==> src/hdl/rme_pkg.sv <==
`timescale 1ns / 1ps
// Shared types, widths and constants of the rotation matrix to Euler angle unit.
// Depends on nothing; every other file of the block imports it.
package rme_pkg;

    localparam int DATA_W          = 16;
    localparam int OPND_W          = 17;
    localparam int SUM_W           = 32;
    localparam int REM_W           = 17;
    localparam int SQRT_STEPS      = 16;
    localparam int CORDIC_STEPS    = 24;
    localparam int PRE_SHIFT       = 16;
    localparam int CORD_W          = 38;
    localparam int ANG_W           = 35;
    localparam int THR_W           = 15;
    localparam int ADDR_W          = 3;
    localparam int PDATA_W         = 32;
    localparam int ANGLE_FRAC_DEF  = 13;
    localparam logic [THR_W-1:0] THR_RESET = 15'd1;
    localparam logic signed [ANG_W-1:0] PI_Q30 = 35'sd3373259426;
    localparam logic REG_THRESHOLD = 1'b0;

    typedef struct packed {
        logic signed [DATA_W-1:0] r00;
        logic signed [DATA_W-1:0] r10;
        logic signed [DATA_W-1:0] r20;
        logic signed [DATA_W-1:0] r21;
        logic signed [DATA_W-1:0] r22;
        logic signed [DATA_W-1:0] r11;
        logic signed [DATA_W-1:0] r12;
    } side_t;

    typedef struct packed {
        logic [SUM_W-1:0]  n;
        logic [REM_W-1:0]  rem;
        logic [DATA_W-1:0] root;
    } sqrt_t;

    typedef struct packed {
        logic signed [CORD_W-1:0] x;
        logic signed [CORD_W-1:0] y;
        logic signed [ANG_W-1:0]  z;
    } cordic_t;

    function automatic logic signed [ANG_W-1:0] atan_q30(input int idx);
        logic signed [ANG_W-1:0] a;
        case (idx)
            0: a = 35'sd843314857;
            1: a = 35'sd497837829;
            2: a = 35'sd263043837;
            3: a = 35'sd133525159;
            4: a = 35'sd67021687;
            5: a = 35'sd33543516;
            6: a = 35'sd16775851;
            7: a = 35'sd8388437;
            8: a = 35'sd4194283;
            9: a = 35'sd2097149;
            default: a = ANG_W'(64'sd1073741824 >>> idx);
        endcase
        return a;
    endfunction

    // Folds the left half plane onto the right one and scales up the operands.
    function automatic cordic_t cordic_init(input logic signed [OPND_W-1:0] y,
                                            input logic signed [OPND_W-1:0] x);
        cordic_t c;
        logic signed [CORD_W-1:0] xe;
        logic signed [CORD_W-1:0] ye;
        xe = CORD_W'(x);
        ye = CORD_W'(y);
        c.z = '0;
        if (x < 0)
        begin
            c.z = (y >= 0) ? PI_Q30 : -PI_Q30;
            xe = -xe;
            ye = -ye;
        end
        c.x = xe <<< PRE_SHIFT;
        c.y = ye <<< PRE_SHIFT;
        return c;
    endfunction

endpackage

==> src/hdl/rme_sqrt_cell.sv <==
`timescale 1ns / 1ps
// One digit of the restoring square root chain: two radicand bits in, one root bit out.
// Depends on rme_pkg.
module rme_sqrt_cell (
    input  logic           clk,
    input  logic           en,
    input  rme_pkg::sqrt_t d,
    output rme_pkg::sqrt_t q
);
    import rme_pkg::*;

    logic [REM_W+1:0] rem_sh;
    logic [REM_W+1:0] trial;
    logic             take;
    sqrt_t            q_next;

    always_comb
    begin
        rem_sh = {d.rem, d.n[SUM_W-1 -: 2]};
        trial  = {1'b0, d.root, 2'b01};
        take   = rem_sh >= trial;
        q_next.n    = d.n << 2;
        q_next.rem  = take ? REM_W'(rem_sh - trial) : REM_W'(rem_sh);
        q_next.root = {d.root[DATA_W-2:0], take};
    end

    always_ff @(posedge clk)
    begin
        if (en)
        begin
            q <= q_next;
        end
    end
endmodule

==> config.mk <==
export PLATFORM = sky130hd
export DESIGN_NAME = rme_sqrt_cell
export DESIGN_NICKNAME = d
export VERILOG_FILES = /design/src/hdl/rme_pkg.sv /design/src/hdl/rme_sqrt_cell.sv
export SDC_FILE = /design/constraint.sdc
export NUM_CORES = 1
export LEC_CHECK = 0
export BUFFER_PORTS_ARGS = -buffer_cell sky130_fd_sc_hd__buf_2
export CAP_MARGIN = 20
export CELL_PAD_IN_SITES_DETAIL_PLACEMENT = 0
export CELL_PAD_IN_SITES_GLOBAL_PLACEMENT = 1
export CORE_ASPECT_RATIO = 0.9
export CORE_UTILIZATION = 40
export CTS_CLUSTER_SIZE = 16
export DETAILED_ROUTE_END_ITERATION = 8
export PLACE_DENSITY_LB_ADDON = 0.1
export SLEW_MARGIN = 0
export SYNTH_ARGS = -nofsm -noshare
export SYNTH_HDL_FRONTEND = slang
export SYNTH_SLANG_ARGS = --single-unit
==> constraint.sdc <==
create_clock -name clk -period 6.2 [get_ports clk]
set_input_delay 1.24 -clock clk [delete_from_list [all_inputs] [get_ports clk]]
set_output_delay 1.24 -clock clk [all_outputs]
set_load 0.01 [all_outputs]
# After elaboration in Yosys (flattened, before gate mapping)
# Cells that the tools add are included.
dict set report totals {
  regBits 63
  latch_bits 0
  ram_bits 0
  rom_bits 0
  inputBits 67
  elab_cells 6
  memories 0
}
dict set report op_classes {
  n_addsub 1
  n_mul 0
  div_mod_pow 0
  n_lt_le_gt_ge 1
  eq_ne 0
  n_shift 0
  n_mux 1
  bitwise_logic 0
  reduce_logical 0
}
# op count
set op_table {}
lappend op_table {{greater-or-equal comparator 19 x 18 -> 1 bit} 1}
lappend op_table {{two-way mux 17 bit} 1}
lappend op_table {{subtractor 17 bit} 1}

# Depth between registers and ports, before layout
# Gate-level depths: netlist of run 1.
dict set report logic_depth {
  ltp_word 2
  depth_mapped 9
  ltp_nobuf 8
}

# Worst setup path before layout of run 1
# Ideal clock, no wire load.
dict set report synth_timing {
  path_kind {in2reg}
  startpoint {input port d[8] in the netlist's numbering}
  endpoint {register q[24] in the netlist's numbering, data pin}
  setup_ps 260
  t_arrival_ps 3142
  required_time_ps 5940
  setup_slack_ps 2798
  stages 9
  path_buffers 1
  path_cell_list {inv_1 ha_1 a21oi_2 o21ai_1 a311o_1 a21o_1 a21boi_4 buf_12 mux2_4}
}
# item line_no
set synth_lines {}
lappend synth_lines {{start: declaration} rme_sqrt_cell.sv:7} ;# input rme_pkg::sqrt_t d,
lappend synth_lines {{end signal: assignment} rme_sqrt_cell.sv:31} ;# q <= q_next;
lappend synth_lines {{end: declaration} rme_sqrt_cell.sv:8} ;# output rme_pkg::sqrt_t q

==> impl_metrics.py, run 1 <==
metrics = {
    "route": {
        "drt_wl_total_um": 6382,
        "routed_via_density": 4.854,
        "drt_iter0_drc": 87,
        "wl_per_cell_um": 14.15,
        "ant_nets": 0,
        "num_vias": 2189,
        "drt_pass1_iterations": 4,
        "drc_errors": 0,
    },
    "sta": {
        "timing.fmax_ghz": 0.2812,
        "final.period_utilization_pct": 57.36,
        "setup_viol": 0,
        "relSlewSlack_pct": 45.94,
        "tightest_slew_ns": 0.8110,
        "min_period_ns": 3.556,
        "whs_ns": 1.073,
        "finalHoldViolations": 0,
        "rsz0062_at_grt": "no",
        "maxSlewViolCount": 0,
        "setup-tns-final_ns": 0,
    },
    "placement": {
        "gp_congestion": 0.7579,
        "portBuffers": 129,
        "dpl.hpwl_um": 4615,
    },
    "logic_synthesis": {
        "yosysUniqueCellTypes": 41,
        "netlist_area_um2": 3040,
        "ys_warn_count": 0,
        "seq_area_frac_synth_pct": 62.22,
        "syn_inst": 214,
        "ys_seq_elements": 63,
        "synth_edf_count": 63,
        "avgSynthCellArea_um2": 14.21,
        "synth_top_flop_cell": "edfxtp_1",
        "synthArstFlopShare_pct": 0,
    },
    "clock_tree": {
        "root_buffer": "clkbuf_8",
        "clk_pin_slew_ns": 0.07,
        "ctsResizeCount": 0,
        "clock_sinks": 63,
        "cts_buffers": 9,
        "postCtsHoldBufs": 0,
        "cts_setup_buffers": 0,
        "cts.path.max_buffers": 2,
        "cts_tree": "yes",
        "htreeDepth": 3,
    },
    "setup_path": {
        "slowest_delay_ns": 0.60,
        "path_cells": "buf_2 -> inv_1 -> ha_1 -> a21oi_1 -> o21ai_1 -> a311o_1 -> a21o_1 -> a21boi_4 -> mux2_2",
        "arrival_ns": 3.65,
        "cpMaxStageDelayCell": "a21boi_4",
        "crit_required_ns": 6.29,
        "crit_type": "primary input to register",
        "start_kind": "primary input",
        "cp_max_fo": 17,
        "end_kind": "register",
    },
    "power_and_ir_drop": {
        "powerDensity_nw_per_um2": 277.3,
        "power_mw": 1.103,
        "power.leakage_nw": 1.787,
        "worst_ir_drop_vdd_v": 0.0001255,
    },
    "global_routing": {
        "grt_pass1_wl_um": 9715,
        "antenna_found_initial": 0,
        "grt_util_all_layers_pct": 16.15,
        "grt_overflow_total": 0,
        "first_global_vias": 2076,
        "grt_max_degree": 64,
    },
    "final_layout": {
        "layout.nets": 438,
        "drive_above_1_share_pct": 45.53,
        "final_util_pct": 55.35,
        "largest-register": "q",
        "largest_register_ffs": 63,
        "antenna_cells": 0,
        "syn2layout_area_growth_pct": 30.78,
        "reg.largest.list": "q x63",
    },
    "floorplanning": {
        "start_util_pct": 42.32,
        "rows": 29,
        "die_h_um": 84.71,
        "core_area_um2": 7184,
        "dieWidth_um": 93.90,
        "io_pins": 132,
        "die_area_um2": 7954,
    },
    "outcome": {
        "status": "finished, final reports clean",
    },
    "flow_run": {
        "drv_cap": 0,
    },
    "min_path": {
        "hp-class": "primary input to register",
    },
}
[worst paths after layout]
kind         endpoint   from  cells past startpoint
min   q[47]$_DFFE_PP_  d[45]                      1
max   q[18]$_DFFE_PP_   d[6]                      9
[cell usage after synthesis (3+ instances only)]
library cell,number,area [um^2]
nand2_1,6,22.52
inv_1,21,78.83
xor2_1,6,52.55
or3_1,3,18.77
mux2_4,6,90.09
a21oi_1,14,70.07
mux2_2,9,101.4
ha_1,18,225.2
edfxtp_1,63,1892
o21ai_0,7,35.03
xnor2_1,8,70.07
a21o_1,4,30.03
nor2_1,10,37.54
a211oi_1,3,22.52
[stage by stage]
stage               instances  setup WS [ns]  area, um^2
finish                    451          2.644        3976
global route              451          2.543        3976
CTS                       451          2.667        3976
detailed placement        435          2.295        3779
global placement          435          2.321        3779
floorplan                 215          2.798        3044
[cells by family (layout without fill, tap and decap cells)]
group,after synthesis,in the layout,share of synthesized area (%)
AND/OR/NAND/NOR,31,31,5.103
adder cells (fa/ha/maj),18,18,7.408
multiplexers,17,17,6.955
flip-flops,63,63,62.22
other,1,2,0.1233
AO/OA/AOI/OAI,46,46,10.41
XOR/XNOR,14,14,4.033
buffers and inverters,24,167,3.745
[layout make-up]
cell class                      count  area, um^2
Clock buffer                        9       123.9
Clock inverter                      7       73.82
Fill cell                         665        3208
Inverter                           21       78.83
Multi-Input combinational cell    128        1039
Sequential cell                    63        1892
Tap cell                           93       116.4
Timing Repair Buffer              130       653.1
[worst max-delay path: cells and delay by family]
kind	cells	cell delay, ns
multiplexers	1	0.41
adder cells (fa/ha/maj)	1	0.37
AO/OA/AOI/OAI	5	1.48
buffers and inverters	2	0.14
[per-layer routing]
metal | routed length, um | global-route usage, %
met4 | 57 | 5.455
met5 | 0 | 0
met3 | 506 | 6.612
met1 | 2925 | 19.84
met2 | 2893 | 25.68
[report_power, final]
group | leakage, nW | switching [mW] | internal [mW]
sequential | 0.617 | 0.00880 | 0.520
clock | 0.0891 | 0.170 | 0.185
combinational | 1.08 | 0.114 | 0.104
[cells in the final DEF (no fill, tap or decap), drive strengths merged, types with 2 or more instances in the layout]
cell type / count
xor2: 6
and3: 2
nor2: 10
o211ai: 2
clkbuf: 9
or3: 3
inv: 21
and2: 2
a211oi: 3
mux2: 15
o21bai: 2
edfxtp: 63
conb: 2
nand4: 2
o21ai: 8
ha: 18
nand2: 6
mux2i: 2
a21o: 4
clkinvlp: 3
a311o: 2
buf: 130
clkinv: 3
a21oi: 15
a21boi: 2
xnor2: 8
o21a: 2
(Power assumes the default switching activity.)
==> run 2: changes to the inputs <==
Settings changed: CORE_UTILIZATION 40 to 37.
Clock period 6.2 ns to 3.7 ns, I/O delays scaled along.
==> run 2 against run 1 <==
Worst setup slack got worse by 1.9 ns. Hold slack got worse by 0.50 ns. Count of clock-buffer cells in the layout did not move. Critical path type unchanged.
==> impl_metrics.py, run 2 (synthesis results as in run 1) <==
metrics = {
    "outcome": {
        "status": "finished, final reports clean",
    },
    "clock_tree": {
        "cts.path.max_buffers": 2,
        "clk_pin_slew_ns": 0.07,
        "cts_tree": "yes",
        "ctsResizeCount": 0,
        "htreeDepth": 3,
        "postCtsHoldBufs": 0,
        "clock_sinks": 63,
        "cts_buffers": 9,
        "cts_setup_buffers": 0,
        "root_buffer": "clkbuf_8",
    },
    "final_layout": {
        "antenna_cells": 0,
        "layout.nets": 441,
        "syn2layout_area_growth_pct": 32.35,
        "drive_above_1_share_pct": 45.98,
        "largest-register": "q",
        "reg.largest.list": "q x63",
        "largest_register_ffs": 63,
        "final_common_cell": "buf_2",
        "layout_common_cells": "buf_2 (129), edfxtp_1 (63), inv_1 (21)",
        "stdcell_count": 457,
    },
    "min_path": {
        "whs_path_depth": 1,
        "hp-class": "primary input to register",
    },
    "setup_path": {
        "arrival_ns": 3.00,
        "critPathCapture": "q[23]$_DFFE_PP_",
        "slowest_delay_ns": 0.37,
        "crit_required_ns": 3.79,
        "crit_cells": 10,
        "crit_family": "compound AO/OA/AOI/OAI gates",
        "start_kind": "primary input",
        "end_kind": "register",
        "critPathBufInv": 3,
        "cpMaxStageDelayCell": "ha_1",
        "crit_type": "primary input to register",
        "cp_max_fo": 7,
        "path_cells": "buf_2 -> inv_1 -> ha_1 -> a21oi_1 -> o21ai_1 -> a311o_1 -> a21o_1 -> a21boi_4 -> buf_4 -> mux2_2",
        "setup.worst_path.start": "d[6]",
    },
    "route": {
        "routed_via_density": 4.803,
        "wl_per_cell_um": 14.26,
        "drc_errors": 0,
        "drt_wl_total_um": 6517,
        "drt_iter0_drc": 56,
        "num_vias": 2195,
        "drt_pass1_iterations": 4,
        "ant_nets": 0,
    },
    "placement": {
        "place_inst": 441,
        "gp_congestion": 0.8253,
        "dpl.hpwl_um": 4977,
        "portBuffers": 129,
    },
    "floorplanning": {
        "die_area_um2": 8585,
        "dieWidth_um": 97.56,
        "io_pins": 132,
        "core_area_um2": 7732,
        "start_util_pct": 39.32,
        "die_h_um": 88,
        "rows": 30,
    },
    "power_and_ir_drop": {
        "powerDensity_nw_per_um2": 475.5,
        "power.leakage_nw": 1.812,
        "worst_ir_drop_vdd_v": 0.0001471,
    },
    "sta": {
        "maxSlewViolCount": 0,
        "relSlewSlack_pct": 47.71,
        "finalHoldViolations": 0,
        "final.period_utilization_pct": 78.70,
        "setup_viol": 0,
        "min_period_ns": 2.912,
        "setup-tns-final_ns": 0,
        "rsz0062_at_grt": "no",
        "timing.fmax_ghz": 0.3434,
        "tightest_slew_ns": 0.7844,
    },
    "global_routing": {
        "grt_util_all_layers_pct": 15.88,
        "first_global_vias": 2145,
        "grt_max_degree": 35,
        "antenna_found_initial": 0,
        "grt_overflow_total": 0,
        "grt_pass1_wl_um": 10550,
    },
    "flow_run": {
        "drv_cap": 0,
    },
}
-- run 2: cell types whose count changed in the layout (fill, tap and decap cells not counted), sizes merged --
cell / before / now
buf: 130 / 133
bufinv: 1 / 2
inv: 21 / 22
clkinv: 3 / 1
-- run 2: worst min path at each step --
stage               startpoint         endpoint  slack (ns)
floorplan                 d[9]  q[10]$_DFFE_PP_        0.84
CTS                      d[53]  q[55]$_DFFE_PP_        0.55
finish                   d[43]  q[45]$_DFFE_PP_        0.57
detailed placement       d[55]  q[57]$_DFFE_PP_        0.92
global route             d[51]  q[53]$_DFFE_PP_        0.54
global placement         d[45]  q[47]$_DFFE_PP_        0.92
-- run 2: where the power goes --
part | total (mW) | leakage, nW | internal [mW] | switching (mW)
clock | 0.657 | 0.0995 | 0.379 | 0.278
combinational | 0.371 | 1.10 | 0.177 | 0.193
sequential | 0.886 | 0.617 | 0.871 | 0.0148
total | 1.91 | 1.81 | 1.43 | 0.486
-- run 2: cell type report --
class	count	area [um^2]
Inverter	21	78.83
Sequential cell	63	1892
Multi-Input combinational cell	128	1039
Clock buffer	9	123.9
Clock inverter	7	95.09
Timing Repair Buffer	133	675.6
Tap cell	96	120.1
Fill cell	699	3709
-- run 2: metrics by stage --
step | setup WS [ns] | util (%) | power [mW] | hold slack (ns) | cell area [um^2]
after floorplan | 0.7975 | - | 1.126 | 0.8389 | 3044
after global placement | 0.4672 | 49.21 | 1.273 | 0.9164 | 3805
after detailed placement | 0.4442 | 49.21 | 1.275 | 0.9187 | 3805
after CTS | 0.8106 | 52.04 | 1.943 | 0.5502 | 4024
after global routing | 0.6922 | 52.04 | 2.013 | 0.5405 | 4024
final | 0.7883 | 52.04 | 1.913 | 0.5705 | 4024
-- run 2: routing by layer --
layer	GRT usage, %	routed length (um)	part of all wire [%]
met5	0	0	0
met4	5.214	72	1.1
met3	6.464	522	8.0
met2	23.71	2774	43
met1	21.14	3148	48
==> run 3: changes to the inputs <==
Settings changed: CORE_UTILIZATION 37 to 33.
Clock period 3.7 ns to 2.65 ns, I/O delays scaled along.
==> run 3 against run 2 <==
Total power increased by 39%. Cell area is 6.4% higher. Worst setup slack got worse by 0.52 ns. Flip-flop and latch count is the same. Combinational power is 56% higher. Global-route usage fell by 1.5 points. Non-clock buffer count is 28 higher. Core utilization decreased by 3.2 points. Clock power up 29%. Count of clock-buffer cells in the layout unchanged. First-iteration DRC count grew 130%. Sequential power increased by 40%. Critical path type unchanged. Critical endpoint is now q[27]$_DFFE_PP_.
==> impl_metrics.py, run 3 (synthesis results as in run 1) <==
metrics = {
    "outcome": {
        "status": "finished, final reports clean",
    },
    "sta": {
        "setup_viol": 0,
        "final.period_utilization_pct": 89.82,
        "finalHoldViolations": 0,
        "whs_ns": 0.3604,
        "timing.fmax_ghz": 0.4201,
        "maxSlewViolCount": 0,
        "fin_ws_ns": 0.2698,
        "min_period_ns": 2.380,
        "rsz0062_at_grt": "no",
    },
    "min_path": {
        "hp-start": "d[47]",
        "whs_path_depth": 1,
        "hold_end": "q[49]$_DFFE_PP_",
        "hp-class": "primary input to register",
    },
    "placement": {
        "post-place-ws_ns": -0.09831,
        "portBuffers": 129,
        "gp_congestion": 0.8226,
        "dpl.hpwl_um": 5135,
    },
    "setup_path": {
        "crit_required_ns": 2.74,
        "end_kind": "register",
        "critPathMostFrequentCell": "a21o_1",
        "slowest_delay_ns": 0.36,
        "crit_type": "primary input to register",
        "cp_max_fo": 6,
        "start_kind": "primary input",
        "path_cells": "buf_2 -> inv_1 -> ha_1 -> a21o_1 -> o21ai_0 -> nor2_1 -> a21o_1 -> a21boi_4 -> buf_4 -> mux2_4",
        "arrival_ns": 2.47,
        "crit_family": "compound AO/OA/AOI/OAI gates",
        "cpMaxStageDelayCell": "ha_1",
        "critPathBufInv": 3,
    },
    "floorplanning": {
        "rows": 32,
        "die_h_um": 93.06,
        "die_area_um2": 9602,
        "dieWidth_um": 103.2,
        "core_area_um2": 8768,
        "start_util_pct": 34.67,
        "io_pins": 132,
    },
    "route": {
        "ant_nets": 0,
        "num_vias": 2218,
        "wl_per_cell_um": 13.18,
        "drt_iter0_drc": 126,
        "drc_errors": 0,
        "drt_pass1_iterations": 4,
        "drt_wl_total_um": 6696,
        "routed_via_density": 4.366,
    },
    "clock_tree": {
        "root_buffer": "clkbuf_8",
        "clock_sinks": 63,
        "postCtsHoldBufs": 0,
        "cts.path.max_buffers": 2,
        "cts_tree": "yes",
        "ctsResizeCount": 0,
        "cts_buffers": 9,
        "htreeDepth": 3,
        "cts_setup_buffers": 0,
        "clk_pin_slew_ns": 0.07,
    },
    "flow_run": {
        "drv_cap": 0,
    },
    "final_layout": {
        "final_util_pct": 48.83,
        "syn2layout_area_growth_pct": 40.82,
        "reg.largest.list": "q x63",
        "final_common_cell": "buf_2",
        "largest-register": "q",
        "drive_above_1_share_pct": 50.64,
        "largest_register_ffs": 63,
        "layout.nets": 469,
        "layout_common_cells": "buf_2 (129), edfxtp_1 (63), buf_4 (31)",
        "antenna_cells": 0,
    },
    "global_routing": {
        "first_global_vias": 2180,
        "grt_max_degree": 54,
        "grt_pass1_wl_um": 10450,
        "antenna_found_initial": 0,
        "grt_util_all_layers_pct": 14.41,
        "grt_overflow_total": 0,
    },
    "power_and_ir_drop": {
        "power.leakage_nw": 1.951,
        "worst_ir_drop_vdd_v": 0.0002556,
        "power_mw": 2.666,
        "powerDensity_nw_per_um2": 622.7,
    },
}
## run 3: changes by cell type in the layout (fill, tap and decap cells not counted), sizes merged
cell and delta:
bufinv -1, clkinvlp -2, clkinv +3, buf +28
## run 3: how the worst max path moves through the flow
stage	slack, ns	end	depth (start not counted)	startpoint
6_report	0.27	q[27]$_DFFE_PP_	10	d[4]
5_1_grt	0.13	q[24]$_DFFE_PP_	10	d[4]
4_1_cts	0.26	q[26]$_DFFE_PP_	10	d[4]
3_5_place_dp	-0.1	q[24]$_DFFE_PP_	10	d[4]
3_3_place_gp	-0.07	q[29]$_DFFE_PP_	10	d[4]
2_1_floorplan	0.02	q[24]$_DFFE_PP_	9	d[4]
## run 3: layout make-up
cell class,instances,area (um^2)
sequential,63,1892
tap,119,148.9
fill,822,4487
timing repair buffer,161,898.4
inverter,21,78.83
clock buffer,9,123.9
clock inverter,7,72.57
multi-input combinational,128,1067
## run 3: stage by stage
step | instances | setup TNS, ns | instance area, um^2
after floorplan | 215 | 0 | 3073
after global placement | 492 | -0.7631 | 4085
after detailed placement | 492 | -1.105 | 4085
after CTS | 508 | 0 | 4282
after global routing | 508 | 0 | 4282
final | 508 | 0 | 4282
## run 3: metal layers
layer  vias up  GRT usage (%)  share of wire (%)
met3         7          5.082                8.3
met4         0          3.873               0.93
met5         -              0                  0
li1       1138              -                  -
met1       982          19.01                 48
met2        91          22.33                 43
## run 3: power by group
group          total [mW]  internal (mW)  switching, mW
logic               0.580          0.298          0.282
registers            1.24           1.22         0.0215
clock network       0.849          0.436          0.413
total                2.67           1.95          0.717
